<file path="src/rtl/afd_pkg.sv">
`default_nettype none
package afd_pkg;

  localparam int CHANNELS   = 8;
  localparam int RING_DEPTH = 16;
  localparam int STATUS_LEN = 3;
  localparam int WORD_LEN   = 3;
  localparam int SAMPLE_W   = 24;
  localparam int IDX_W      = 3;
  localparam int QDEPTH     = 2;

  localparam int CH_W      = (CHANNELS > 1) ? $clog2(CHANNELS) : 1;
  localparam int WCH_W     = $clog2(CHANNELS + 1);
  localparam int SLOT_W    = $clog2(RING_DEPTH);
  localparam int QP_W      = $clog2(QDEPTH);
  localparam int QC_W      = $clog2(QDEPTH + 1);
  localparam int ROW_W     = CHANNELS * SAMPLE_W;
  localparam int FRAME_MIN = STATUS_LEN + WORD_LEN * CHANNELS;

  localparam logic CMD_BYTE = 1'b0;
  localparam logic CMD_POP  = 1'b1;

  // One queued event: either a pop or a complete sample to push.
  typedef struct packed {
    logic             is_pop;
    logic             flag;
    logic [ROW_W-1:0] words;
  } evt_t;

  typedef enum logic [1:0] {
    ST_IDLE = 2'b01,
    ST_SEND = 2'b10
  } back_state_t;

endpackage
`default_nettype wire

</file>
<file path="src/rtl/afd_in_if.sv">
`default_nettype none
interface afd_in_if;
  logic       valid;
  logic       ready;
  logic       command;
  logic [7:0] data_byte;
  logic       frame_end;

  modport source(output valid, command, data_byte, frame_end, input ready);
  modport sink(input valid, command, data_byte, frame_end, output ready);
endinterface
`default_nettype wire

</file>
<file path="src/rtl/afd_out_if.sv">
`default_nettype none
interface afd_out_if;
  logic               valid;
  logic               ready;
  logic               empty_res;
  logic [2:0]         channel_index;
  logic signed [23:0] sample_value;
  logic               config_flag;
  logic               last;

  modport source(output valid, empty_res, channel_index, sample_value, config_flag, last,
                 input ready);
  modport sink(input valid, empty_res, channel_index, sample_value, config_flag, last,
               output ready);
endinterface
`default_nettype wire

</file>
<file path="src/rtl/adc_frame_deframer_fifo.sv">
// ADC frame deframer with a sample ring.
// The in_ch channel carries one item per frame byte (command 0, with data_byte and a
// frame_end mark) or a pop request (command 1). Bytes are taken one per cycle and
// produce no result; the three status bytes are skipped, each channel word is built
// big-endian, and trailing CRC bytes are ignored. A frame that ends short is dropped.
// A complete frame is queued as one sample and written into a 16-slot ring that holds
// up to 15 samples; a sample that finds the ring full is lost.
// A pop returns on out_ch either a single empty result (empty_res and last set) or the
// oldest sample as one item per channel, in channel order, with last on the final one.
// A pop passes through the event queue; an empty result then goes into the output
// register, while a sample is read from the ring into a row register and its channels
// then follow one per cycle unless the receiver stalls. The back end takes no new event
// while it sends a sample; frame bytes keep flowing until the two-entry event queue
// fills. Only a pop or a frame-end byte of a complete frame waits for queue space.
// A receiver stall freezes the output register and, behind it, sends and empty-ring pops.
// cfg_we/cfg_data set the config_ok flag that each pushed sample records.
// Reset (rst_n low, synchronous) empties the ring and the queue and clears the
// config flag; no clearing pass is needed, so items are taken right after reset.
`default_nettype none
module adc_frame_deframer_fifo (
  input  wire logic clk,
  input  wire logic rst_n,
  afd_in_if.sink    in_ch,
  afd_out_if.source out_ch,
  input  wire logic cfg_we,
  input  wire logic cfg_data
);

  logic          cfg_ok_r;
  logic          fq_valid, fq_ready;
  afd_pkg::evt_t fq_evt;
  logic          qb_valid, qb_ready;
  afd_pkg::evt_t qb_evt;

  // The config flag is captured into every sample at the moment its frame ends.
  always_ff @(posedge clk) begin
    if (!rst_n) begin
      cfg_ok_r <= 1'b0;
    end else if (cfg_we) begin
      cfg_ok_r <= cfg_data;
    end
  end

  // Front end: byte assembly and classification of each item.
  afd_front u_front (
    .clk      (clk),
    .rst_n    (rst_n),
    .in_ch    (in_ch),
    .cfg_ok   (cfg_ok_r),
    .evt_valid(fq_valid),
    .evt_ready(fq_ready),
    .evt      (fq_evt)
  );

  // Short event queue that decouples byte intake from ring access.
  afd_queue u_queue (
    .clk      (clk),
    .rst_n    (rst_n),
    .in_valid (fq_valid),
    .in_ready (fq_ready),
    .in_evt   (fq_evt),
    .out_valid(qb_valid),
    .out_ready(qb_ready),
    .out_evt  (qb_evt)
  );

  // Back end: ring memory, push and pop execution, output register.
  afd_back u_back (
    .clk      (clk),
    .rst_n    (rst_n),
    .evt_valid(qb_valid),
    .evt_ready(qb_ready),
    .evt      (qb_evt),
    .out_ch   (out_ch)
  );

`ifndef SYNTH
  // An empty result always closes its pop and names channel zero.
  a_empty_shape: assert property (@(posedge clk) disable iff (!rst_n)
    (out_ch.valid && out_ch.empty_res) |-> (out_ch.last && out_ch.channel_index == 3'd0))
    else $error("empty result without last or with nonzero channel");

  // A sample result is marked last exactly on the final channel.
  a_last_channel: assert property (@(posedge clk) disable iff (!rst_n)
    (out_ch.valid && !out_ch.empty_res) |->
      (out_ch.last == (out_ch.channel_index == 3'(afd_pkg::CHANNELS - 1))))
    else $error("last marker out of step with channel index");

  // An item is taken while the queue is full only if it needs no queue entry.
  a_no_lost_event: assert property (@(posedge clk) disable iff (!rst_n)
    (in_ch.valid && in_ch.ready && !fq_ready) |-> !fq_valid)
    else $error("event accepted while the queue was full");
`endif

endmodule
`default_nettype wire

</file>
<file path="src/rtl/afd_front.sv">
`default_nettype none
module afd_front (
  input  wire logic   clk,
  input  wire logic   rst_n,
  afd_in_if.sink      in_ch,
  input  wire logic   cfg_ok,
  output logic        evt_valid,
  input  wire logic   evt_ready,
  output afd_pkg::evt_t evt
);

  logic [7:0]                     byte_cnt_r, byte_cnt_nxt;
  logic [15:0]                    partial_r, partial_nxt;
  logic [1:0]                     pos_r, pos_nxt;
  logic [afd_pkg::WCH_W-1:0]      wch_r, wch_nxt;
  logic [afd_pkg::SAMPLE_W-1:0]   buf_r [afd_pkg::CHANNELS];
  logic [afd_pkg::SAMPLE_W-1:0]   buf_nxt [afd_pkg::CHANNELS];

  logic [7:0] cnt_inc;
  logic       complete;
  logic       is_pop;
  logic       need_enq;
  logic       take;
  logic       in_word;

  always_comb begin
    cnt_inc  = (byte_cnt_r == 8'hFF) ? 8'hFF : byte_cnt_r + 8'd1;
    complete = ({1'b0, cnt_inc} >= 9'(afd_pkg::FRAME_MIN));
    is_pop   = (in_ch.command == afd_pkg::CMD_POP);
    need_enq = is_pop || (in_ch.frame_end && complete);
    in_ch.ready = evt_ready || !need_enq;
    take     = in_ch.valid && in_ch.ready;
    in_word  = ({1'b0, byte_cnt_r} >= 9'(afd_pkg::STATUS_LEN)) &&
               ({1'b0, wch_r} < (afd_pkg::WCH_W + 1)'(afd_pkg::CHANNELS));
  end

  always_comb begin
    byte_cnt_nxt = byte_cnt_r;
    partial_nxt  = partial_r;
    pos_nxt      = pos_r;
    wch_nxt      = wch_r;
    buf_nxt      = buf_r;
    if (take && !is_pop) begin
      if (in_word) begin
        case (pos_r)
          2'd0: begin
            partial_nxt = {in_ch.data_byte, 8'h00};
            pos_nxt     = 2'd1;
          end
          2'd1: begin
            partial_nxt = {partial_r[15:8], in_ch.data_byte};
            pos_nxt     = 2'd2;
          end
          default: begin
            buf_nxt[wch_r[afd_pkg::CH_W-1:0]] = {partial_r, in_ch.data_byte};
            pos_nxt = 2'd0;
            wch_nxt = wch_r + 1'b1;
          end
        endcase
      end
      byte_cnt_nxt = cnt_inc;
      if (in_ch.frame_end) begin
        byte_cnt_nxt = '0;
        partial_nxt  = '0;
        pos_nxt      = '0;
        wch_nxt      = '0;
      end
    end
  end

  // The pushed sample includes a word completed by the frame-end byte itself.
  always_comb begin
    evt_valid  = in_ch.valid && need_enq;
    evt.is_pop = is_pop;
    evt.flag   = cfg_ok;
    for (int i = 0; i < afd_pkg::CHANNELS; i++) begin
      evt.words[i*afd_pkg::SAMPLE_W +: afd_pkg::SAMPLE_W] = buf_nxt[i];
    end
  end

  always_ff @(posedge clk) begin
    if (!rst_n) begin
      byte_cnt_r <= '0;
      partial_r  <= '0;
      pos_r      <= '0;
      wch_r      <= '0;
    end else begin
      byte_cnt_r <= byte_cnt_nxt;
      partial_r  <= partial_nxt;
      pos_r      <= pos_nxt;
      wch_r      <= wch_nxt;
    end
  end

  always_ff @(posedge clk) begin
    buf_r <= buf_nxt;
  end

endmodule
`default_nettype wire

</file>
<file path="src/rtl/afd_queue.sv">
`default_nettype none
module afd_queue (
  input  wire logic           clk,
  input  wire logic           rst_n,
  input  wire logic           in_valid,
  output logic                in_ready,
  input  wire afd_pkg::evt_t  in_evt,
  output logic                out_valid,
  input  wire logic           out_ready,
  output afd_pkg::evt_t       out_evt
);

  afd_pkg::evt_t              entry_r [afd_pkg::QDEPTH];
  logic [afd_pkg::QP_W-1:0]   wr_ptr_r, wr_ptr_nxt;
  logic [afd_pkg::QP_W-1:0]   rd_ptr_r, rd_ptr_nxt;
  logic [afd_pkg::QC_W-1:0]   count_r, count_nxt;
  logic                       push, pop;

  always_comb begin
    in_ready  = (count_r != afd_pkg::QC_W'(afd_pkg::QDEPTH));
    out_valid = (count_r != '0);
    out_evt   = entry_r[rd_ptr_r];
    push      = in_valid && in_ready;
    pop       = out_valid && out_ready;

    wr_ptr_nxt = wr_ptr_r;
    rd_ptr_nxt = rd_ptr_r;
    count_nxt  = count_r;
    if (push) begin
      wr_ptr_nxt = (wr_ptr_r == afd_pkg::QP_W'(afd_pkg::QDEPTH - 1)) ? '0 : wr_ptr_r + 1'b1;
    end
    if (pop) begin
      rd_ptr_nxt = (rd_ptr_r == afd_pkg::QP_W'(afd_pkg::QDEPTH - 1)) ? '0 : rd_ptr_r + 1'b1;
    end
    case ({push, pop})
      2'b10:   count_nxt = count_r + 1'b1;
      2'b01:   count_nxt = count_r - 1'b1;
      default: count_nxt = count_r;
    endcase
  end

  always_ff @(posedge clk) begin
    if (!rst_n) begin
      wr_ptr_r <= '0;
      rd_ptr_r <= '0;
      count_r  <= '0;
    end else begin
      wr_ptr_r <= wr_ptr_nxt;
      rd_ptr_r <= rd_ptr_nxt;
      count_r  <= count_nxt;
    end
  end

  always_ff @(posedge clk) begin
    if (push) begin
      entry_r[wr_ptr_r] <= in_evt;
    end
  end

endmodule
`default_nettype wire

</file>
<file path="src/rtl/afd_back.sv">
`default_nettype none
module afd_back (
  input  wire logic           clk,
  input  wire logic           rst_n,
  input  wire logic           evt_valid,
  output logic                evt_ready,
  input  wire afd_pkg::evt_t  evt,
  afd_out_if.source           out_ch
);

  // Ring rows hold the flag in the top bit above the channel words.
  logic [afd_pkg::ROW_W:0]        ring_mem [afd_pkg::RING_DEPTH];
  logic [afd_pkg::ROW_W-1:0]      row_words_r;
  logic                           row_flag_r;

  afd_pkg::back_state_t           state_r, state_nxt;
  logic [afd_pkg::SLOT_W-1:0]     wr_slot_r, wr_slot_nxt, wr_next;
  logic [afd_pkg::SLOT_W-1:0]     rd_slot_r, rd_slot_nxt, rd_next;
  logic [afd_pkg::CH_W-1:0]       ch_r, ch_nxt;

  logic                           out_valid_r, out_valid_nxt;
  logic                           out_empty_r, out_flag_r, out_last_r;
  logic [afd_pkg::IDX_W-1:0]      out_idx_r;
  logic [afd_pkg::SAMPLE_W-1:0]   out_val_r;

  logic free, ring_empty, take, do_write, pop_data, pop_empty, send_now, last_ch;

  always_comb begin
    free       = !out_valid_r || out_ch.ready;
    ring_empty = (rd_slot_r == wr_slot_r);
    wr_next    = (wr_slot_r == afd_pkg::SLOT_W'(afd_pkg::RING_DEPTH - 1)) ? '0
                                                                          : wr_slot_r + 1'b1;
    rd_next    = (rd_slot_r == afd_pkg::SLOT_W'(afd_pkg::RING_DEPTH - 1)) ? '0
                                                                          : rd_slot_r + 1'b1;
    evt_ready  = (state_r == afd_pkg::ST_IDLE) && (!evt.is_pop || !ring_empty || free);
    take       = evt_valid && evt_ready;
    do_write   = take && !evt.is_pop && (wr_next != rd_slot_r);
    pop_data   = take && evt.is_pop && !ring_empty;
    pop_empty  = take && evt.is_pop && ring_empty;
    send_now   = (state_r == afd_pkg::ST_SEND) && free;
    last_ch    = (ch_r == afd_pkg::CH_W'(afd_pkg::CHANNELS - 1));

    state_nxt   = state_r;
    wr_slot_nxt = do_write ? wr_next : wr_slot_r;
    rd_slot_nxt = pop_data ? rd_next : rd_slot_r;
    ch_nxt      = ch_r;
    case (state_r)
      afd_pkg::ST_IDLE: begin
        if (pop_data) begin
          state_nxt = afd_pkg::ST_SEND;
          ch_nxt    = '0;
        end
      end
      afd_pkg::ST_SEND: begin
        if (send_now) begin
          if (last_ch) begin
            state_nxt = afd_pkg::ST_IDLE;
          end else begin
            ch_nxt = ch_r + 1'b1;
          end
        end
      end
      default: begin
        state_nxt = afd_pkg::ST_IDLE;
      end
    endcase

    out_valid_nxt = (out_valid_r && !out_ch.ready) || pop_empty || send_now;
  end

  always_ff @(posedge clk) begin
    if (!rst_n) begin
      state_r     <= afd_pkg::ST_IDLE;
      wr_slot_r   <= '0;
      rd_slot_r   <= '0;
      ch_r        <= '0;
      out_valid_r <= 1'b0;
    end else begin
      state_r     <= state_nxt;
      wr_slot_r   <= wr_slot_nxt;
      rd_slot_r   <= rd_slot_nxt;
      ch_r        <= ch_nxt;
      out_valid_r <= out_valid_nxt;
    end
  end

  always_ff @(posedge clk) begin
    if (do_write) begin
      ring_mem[wr_slot_r] <= {evt.flag, evt.words};
    end
    if (pop_data) begin
      {row_flag_r, row_words_r} <= ring_mem[rd_slot_r];
    end
  end

  always_ff @(posedge clk) begin
    if (pop_empty) begin
      out_empty_r <= 1'b1;
      out_idx_r   <= '0;
      out_val_r   <= '0;
      out_flag_r  <= 1'b0;
      out_last_r  <= 1'b1;
    end else if (send_now) begin
      out_empty_r <= 1'b0;
      out_idx_r   <= afd_pkg::IDX_W'(ch_r);
      out_val_r   <= row_words_r[ch_r*afd_pkg::SAMPLE_W +: afd_pkg::SAMPLE_W];
      out_flag_r  <= row_flag_r;
      out_last_r  <= last_ch;
    end
  end

  assign out_ch.valid         = out_valid_r;
  assign out_ch.empty_res     = out_empty_r;
  assign out_ch.channel_index = out_idx_r;
  assign out_ch.sample_value  = $signed(out_val_r);
  assign out_ch.config_flag   = out_flag_r;
  assign out_ch.last          = out_last_r;

endmodule
`default_nettype wire

</file>
<file path="src/flat_wrapper.sv">
// flat-port wrapper written by rule: the top's interface ports become plain ports
module adc_frame_deframer_fifo_flat 
  (clk, rst_n, cfg_we, cfg_data, in_ch_valid, in_ch_command, in_ch_data_byte, in_ch_frame_end, in_ch_ready, out_ch_valid, out_ch_empty_res, out_ch_channel_index, out_ch_sample_value, out_ch_config_flag, out_ch_last, out_ch_ready);
  afd_in_if in_ch_i ();
  afd_out_if out_ch_i ();
  input  wire logic clk;
  input  wire logic rst_n;
  input  wire logic cfg_we;
  input  wire logic cfg_data;
  input wire logic [$bits(in_ch_i.valid)-1:0] in_ch_valid;
  input wire logic [$bits(in_ch_i.command)-1:0] in_ch_command;
  input wire logic [$bits(in_ch_i.data_byte)-1:0] in_ch_data_byte;
  input wire logic [$bits(in_ch_i.frame_end)-1:0] in_ch_frame_end;
  output wire logic [$bits(in_ch_i.ready)-1:0] in_ch_ready;
  output wire logic [$bits(out_ch_i.valid)-1:0] out_ch_valid;
  output wire logic [$bits(out_ch_i.empty_res)-1:0] out_ch_empty_res;
  output wire logic [$bits(out_ch_i.channel_index)-1:0] out_ch_channel_index;
  output wire logic [$bits(out_ch_i.sample_value)-1:0] out_ch_sample_value;
  output wire logic [$bits(out_ch_i.config_flag)-1:0] out_ch_config_flag;
  output wire logic [$bits(out_ch_i.last)-1:0] out_ch_last;
  input wire logic [$bits(out_ch_i.ready)-1:0] out_ch_ready;
  assign in_ch_i.valid = in_ch_valid;
  assign in_ch_i.command = in_ch_command;
  assign in_ch_i.data_byte = in_ch_data_byte;
  assign in_ch_i.frame_end = in_ch_frame_end;
  assign in_ch_ready = in_ch_i.ready;
  assign out_ch_valid = out_ch_i.valid;
  assign out_ch_empty_res = out_ch_i.empty_res;
  assign out_ch_channel_index = out_ch_i.channel_index;
  assign out_ch_sample_value = out_ch_i.sample_value;
  assign out_ch_config_flag = out_ch_i.config_flag;
  assign out_ch_last = out_ch_i.last;
  assign out_ch_i.ready = out_ch_ready;
  adc_frame_deframer_fifo u_core (.clk(clk), .rst_n(rst_n), .in_ch(in_ch_i), .out_ch(out_ch_i), .cfg_we(cfg_we), .cfg_data(cfg_data));
endmodule
</file>
<file path="config.mk">
export PLATFORM = sky130hd
export DESIGN_NAME = adc_frame_deframer_fifo_flat
export DESIGN_NICKNAME = d
export VERILOG_FILES = /design/src/rtl/afd_pkg.sv /design/src/rtl/afd_in_if.sv /design/src/rtl/afd_out_if.sv /design/src/rtl/adc_frame_deframer_fifo.sv /design/src/rtl/afd_front.sv /design/src/rtl/afd_queue.sv /design/src/rtl/afd_back.sv /design/src/flat_wrapper.sv
export SDC_FILE = /design/constraint.sdc
export NUM_CORES = 2
export LEC_CHECK = 0
export BUFFER_PORTS_ARGS = -buffer_cell sky130_fd_sc_hd__buf_2
export CORE_MARGIN = 2
export CORE_UTILIZATION = 50
export DETAILED_ROUTE_END_ITERATION = 7
export GPL_ROUTABILITY_DRIVEN = 0
export PLACE_DENSITY = 0.68
export SYNTH_ARGS = -nofsm -noshare
export SYNTH_HDL_FRONTEND = slang
export SYNTH_SLANG_ARGS = --single-unit
</file>
<file path="constraint.sdc">
create_clock -name clk -period 12.3 [get_ports clk]
set_clock_uncertainty 0.2 [all_clocks]
set_input_delay 2.46 -clock clk [delete_from_list [all_inputs] [get_ports clk]]
set_output_delay 2.46 -clock clk [all_outputs]
set_load 0.03 [all_outputs]
</file>
# Word-level counts from Yosys, hierarchy flattened
# Memories as Yosys holds them, arrays and structs flattened. A register that Yosys moved wholly into a read port is not among the register bits.
# Cells that the tools add are included.
# op_classes
shifts	1
bitwise_logic	1
n_lt_le_gt_ge	5
muxes	36
add_sub_neg	9
multipliers	1
eq_ne	18
n_reduce_logical	43
# ops
cell	count
192-bit two-way mux	3
192-bit bitwise mux	1
192-bit by 9-bit variable part select with 24-bit output	1
24-bit demux with 3-bit select	1
16-bit two-way mux	2
16-bit case mux with 2 select lines	1
24-bit two-way mux	1
4-bit two-way mux	5
1-bit logical AND	16
8-bit two-way mux	2
4-bit by 1-bit adder with 4-bit output (second input constant)	3
2-bit inequality test (second input constant)	6
2-bit case mux with 2 select lines	3
2-bit two-way mux	5
2-bit nonzero test	5
3-bit two-way mux	3
3-bit AND reduction	3
8-bit by 1-bit adder with 8-bit output (second input constant)	1
4-bit equality test (second input constant)	2
8-bit equality test (second input constant)	1
8-bit by 2-bit greater-or-equal comparator with 1-bit output (second input constant)	1
8-bit by 5-bit greater-or-equal comparator with 1-bit output (second input constant)	1
1-bit two-way mux	8
4-bit AND reduction	2
other kinds (22)	37
# word_totals
ramBits	3476
in_bits	16
regBits	271
output_inout_bits	32
mem_count	2
word_cells	143
# memory_table
name	depth	word_bits	rd	rd_ports_with_merged_regs	wr	line_no	rtl
u_core.u_back.ring_mem	16	193	1	1	1	afd_back.sv:12	logic [afd_pkg::ROW_W:0] ring_mem [afd_pkg::RING_DEPTH];
u_core.u_queue.entry_r	2	194	1	1	1	afd_queue.sv:13	afd_pkg::evt_t entry_r [afd_pkg::QDEPTH];

# Depth between registers and ports, before layout
# logic_depth
word_depth	10
depth_mapped	12
mapped_depth_nobuf	10

# Cells and area by module
# A second synthesis with hierarchy kept.
# hier_totals
cells_unflattened	6661
area_unflattened_um2	148700.1
# by_module_without_submodules
mod	n_inst	cells_each	seq_area_each_um2	area_per_inst_um2
afd_back	1	5433	99405.3	126129.7
afd_queue	1	628	11751.3	14293.7
afd_front	1	597	4444.3	8240.4
adc_frame_deframer_fifo	1	3	20.0	36.3

# Least setup slack after synthesis
# No wires, ideal clock.
# synth_path
path_type	input to register
from	in in_ch_frame_end
to	reg u_core.u_queue.wr_ptr_r
setup_time_ns	0.096
arrival_time_ns	11.794
path_slack_ns	0.210
stages	6
path_cell_list	clkbuf_1 o21ai_0 a21oi_1 o21ai_0 nor2_1 o21a_1
# synth_between
elab_chain_len	4
# synth_rtl
element	line_no	rtl
start, declared	flat_wrapper.sv:13	input wire logic [$bits(in_ch_i.frame_end)-1:0] in_ch_frame_end;
1-bit logical AND	afd_front.sv:30	need_enq = is_pop || (in_ch.frame_end && complete);
1-bit logical OR	afd_front.sv:30	
1-bit logical AND	afd_front.sv:73	evt_valid = in_ch.valid && need_enq;
1-bit logical AND	afd_queue.sv:23	push = in_valid && in_ready;
end signal, assigned	afd_queue.sv:48	wr_ptr_r <= wr_ptr_nxt;
end, declared	afd_queue.sv:14	logic [afd_pkg::QP_W-1:0] wr_ptr_r, wr_ptr_nxt;
# No other way between the ends.
# A chain may end at the register's enable or synchronous reset.

# Worst setup path in the final report
# layout_path
from	in in_ch_frame_end
to	out in_ch_ready
# layout_between
elab_chain_len	4
# layout_rtl
element	line_no	rtl
1-bit logical AND	afd_front.sv:30	
1-bit logical OR	afd_front.sv:30	
1-bit zero test	afd_front.sv:31	in_ch.ready = evt_ready || !need_enq;
1-bit logical OR	afd_front.sv:31	
end, declared	flat_wrapper.sv:14	output wire logic [$bits(in_ch_i.ready)-1:0] in_ch_ready;
# No other way between the ends.

==> impl_metrics.ini <==
[timing]
period_needed_ns = 5.84
max_freq_ghz = 0.171
fin_crit_sh = 0.475
finalSetupTns_ns = 0
rsz0062_at_grt = false
tightest_slew_ns = 1.26
fin_ws_ns = 6.46
setup_viol = 0
holdWs_ns = 0.255
hold_viol = 0
final_max_slew_viol_count = 0
slew_headroom = 0.133

[floorplanning]
initial_core_util = 0.503
ios = 48
core_area_um2 = 291000
fp.dieW_um = 545
die_h_um = 545
dieArea_um2 = 297000
rows = 198

[global_routing]
antenna_found_initial = 13
groute.usage.overall = 0.218
grt_pass1_wl_mm = 471
grt_max_degree = 142
overflow = 0
grt_pass1_vias = 67437

[drt]
drtAntennaViolNets = 0
first_pass_iters = 6
vias_per_cell = 6.14
routed_wl_mm = 325
wire_per_inst_um = 31.0
route.detailed.drc = 0
routed-via-count = 64494
drt-initial-drc-count = 7358

[worst_setup_path]
cp.arrival_ns = 3.18
cp-start-kind = input pin
crit_type = input pin to output port
cp_max_fo = 19
cp.required_ns = 9.64
cp-end-kind = output port

[synthesis]
synth_edf_count = 3669
netlist_area_um2 = 146000
syn_avg_cell_area_um2 = 24.4
yosysWarnings = 0
synthCells = 6011
yosysSeqAreaShare = 0.789
ys_async_sr_fraction = 0
ys.flop_type = edfxtp_1
syn_nets = 6037
yosys.cell_types.count = 61
ys_ff_latch = 3941

[pwr]
clkPwrFrac = 0.385
ir_drop_uv = 157
switching_share = 0.223
total_power_mw = 29.8
pwr_density_cell_nw_per_um2 = 182
power_frac_comb = 0.085
p_seq_frac = 0.530
switchingPower_mw = 6.64
power.leakage_nw = 50.1
internal-power_mw = 23.2

[clocking]
ctsResizeCount = 0
post_cts_buffers = 0
htreeDepth = 5
clockRootBuffer = clkbuf_16
ctsHoldBuffers = 0
cts_buffer_depth = 4
clk_latency_ns = 0.93
cts.sinks = 3941
cts_buffers = 387
path_clk_slew_ns = 0.06
tritoncts = yes

[placed_design]
port_buffers = 47
post-place-ws_ns = 5.48
dp_hpwl_mm = 163
placed_area_um2 = 152000

[worst_hold_path]
holdCritPathClass = register to register

[finish]
syn_to_final_growth_pct = 12.1
fillers = 20609
final_layout_size_suffix_gt1_frac = 0.329
final_area_um2 = 164000
nets = 6295

[job]
cap_violations = 0

[status]
status = complete, no violations
==> final timing paths <==
| check | from | endpoint | slack (ns) | cells past startpoint |
|---|---|---|---|---|
| max | in_ch_frame_end | in_ch_ready | 6.46 | 4 |
| min | u_core.u_back.out_ch.empty_res | u_core.u_back.out_ch.empty_res | 0.26 | 1 |
| max reg2reg | u_core.u_back.wr_slot_r[0] | u_core.u_back.ring_mem[12][178] | 6.61 | 10 |
| min reg2reg | u_core.u_back.out_ch.empty_res | u_core.u_back.out_ch.empty_res | 0.26 | 1 |
==> area by class of cell <==
class / count / area [um2] / area share
Antenna cell: 3 / 7.51 / 0.0000457
Clock buffer: 507 / 10500 / 0.0639
Clock inverter: 208 / 1940 / 0.0118
Inverter: 14 / 52.6 / 0.000320
Multi-Input combinational cell: 1747 / 29700 / 0.181
Sequential cell: 3941 / 116000 / 0.705
Tap cell: 3900 / 4880 / 0.0297
Timing Repair Buffer: 178 / 1410 / 0.00857
==> metrics by stage <==
| stage | utilization | instances |
|---|---|---|
| 3_3_place_gp | 0.521 | 9780 |
| 2_1_floorplan | - | 6011 |
| 6_report | 0.564 | 10498 |
| 5_1_grt | 0.564 | 10496 |
| 4_1_cts | 0.564 | 10495 |
| 3_5_place_dp | 0.521 | 9780 |
==> cells in the final DEF, fill, tap and decap left out, types with 10 or more instances in the layout <==
master and count:
a211oi_1 24, a21boi_0 13, a21oi_1 20, buf_12 15
buf_2 47, buf_4 116, bufinv_16 24, clkbuf_1 92
clkbuf_16 393, clkbuf_8 22, clkinv_1 75, clkinv_16 10
clkinv_2 74, dfxtp_1 264, edfxtp_1 3669, ha_1 10
inv_1 14, mux2_2 357, mux2_4 20, mux2i_1 26
mux4_2 1013, nand2_1 41, nand3_1 14, nor2_1 42
nor2_4 12, o21ai_0 24
==> synthesized netlist by cell type (2+ instances only) <==
library cell     n  area share
edfxtp_1      3669        0.75
mux4_2        1013        0.16
mux2_2         357       0.027
dfxtp_1        272       0.037
clkbuf_1       196      0.0050
buf_1           89      0.0023
nor2_1          53      0.0014
nand2_1         41      0.0011
mux2i_1         28      0.0019
a211oi_1        25      0.0013
o21ai_0         24     0.00082
a21oi_1         20     0.00068
mux2_4          20      0.0021
buf_2           15     0.00051
inv_1           14     0.00036
nand3_1         14     0.00048
a21boi_0        13     0.00067
and3_1          12     0.00051
ha_1            10     0.00085
a22o_1           9     0.00054
mux2_1           9     0.00069
nand2b_1         9     0.00038
nor2b_1          9     0.00038
and2_1           8     0.00034
xnor2_1          7     0.00042
a31oi_1          6     0.00026
nor3_1           6     0.00021
xor2_1           6     0.00036
buf_4            4     0.00021
nor4_4           4     0.00058
o211ai_1         4     0.00021
a31o_2           3     0.00018
nor3_4           3     0.00033
o221a_2          3     0.00023
o22ai_1          3     0.00013
or3_1            3     0.00013
a21o_1           2     0.00010
buf_6            2     0.00015
buf_8            2     0.00021
o21a_1           2     0.00010
o21ai_2          2     0.00012
==> metal layers <==
metal / share of wire / track usage
met1: 0.41 / 0.307
met2: 0.51 / 0.366
met3: 0.064 / 0.0270
met4: 0.019 / 0.0479
met5: 0 / 0
==> critical path: stages <==
cell     delay (ns)
buf_2          0.29
a21o_1         0.16
nand3_1        0.08
buf_2          0.19
==> power groups by stage <==
stage                     logic, mW  clock network, mW  registers [mW]
after detailed placement       2.56                  0            16.1
after global placement         2.47                  0            16.1
after global routing           2.71               12.2            15.8
final                          2.54               11.5            15.8
after floorplan                1.73                  0            16.1
after CTS                      2.57               11.7            15.8
==> sequential cells by signal (all words and copies together), names as in the netlist, 2 cells and up, named ones only <==
register	count
u_core.u_front.pos_r	2
u_core.u_back.wr_slot_r	4
u_core.u_back.ring_mem	3088
u_core.u_front.byte_cnt_r	8
u_core.u_back.ch_r	3
u_core.u_back.row_words_r	192
u_core.u_queue.entry_r	388
u_core.u_front.wch_r	4
u_core.u_back.rd_slot_r	4
u_core.u_front.partial_r	16
u_core.u_front.buf_r	192
u_core.u_back.out_ch.sample_value	24
u_core.u_back.state_r	2
u_core.u_back.out_ch.channel_index	3
u_core.u_queue.count_r	2
==> cell families after synthesis <==
family,Yosys count,synth area share
flip-flops,3941,0.789
AO/OA/AOI/OAI,122,0.00566
buffers and inverters,323,0.00888
adder cells (fa/ha/maj),10,0.000854
multiplexers,1427,0.188
AND/OR/NAND/NOR,175,0.00644
XOR/XNOR,13,0.000777
(Power assumes the default switching activity.)
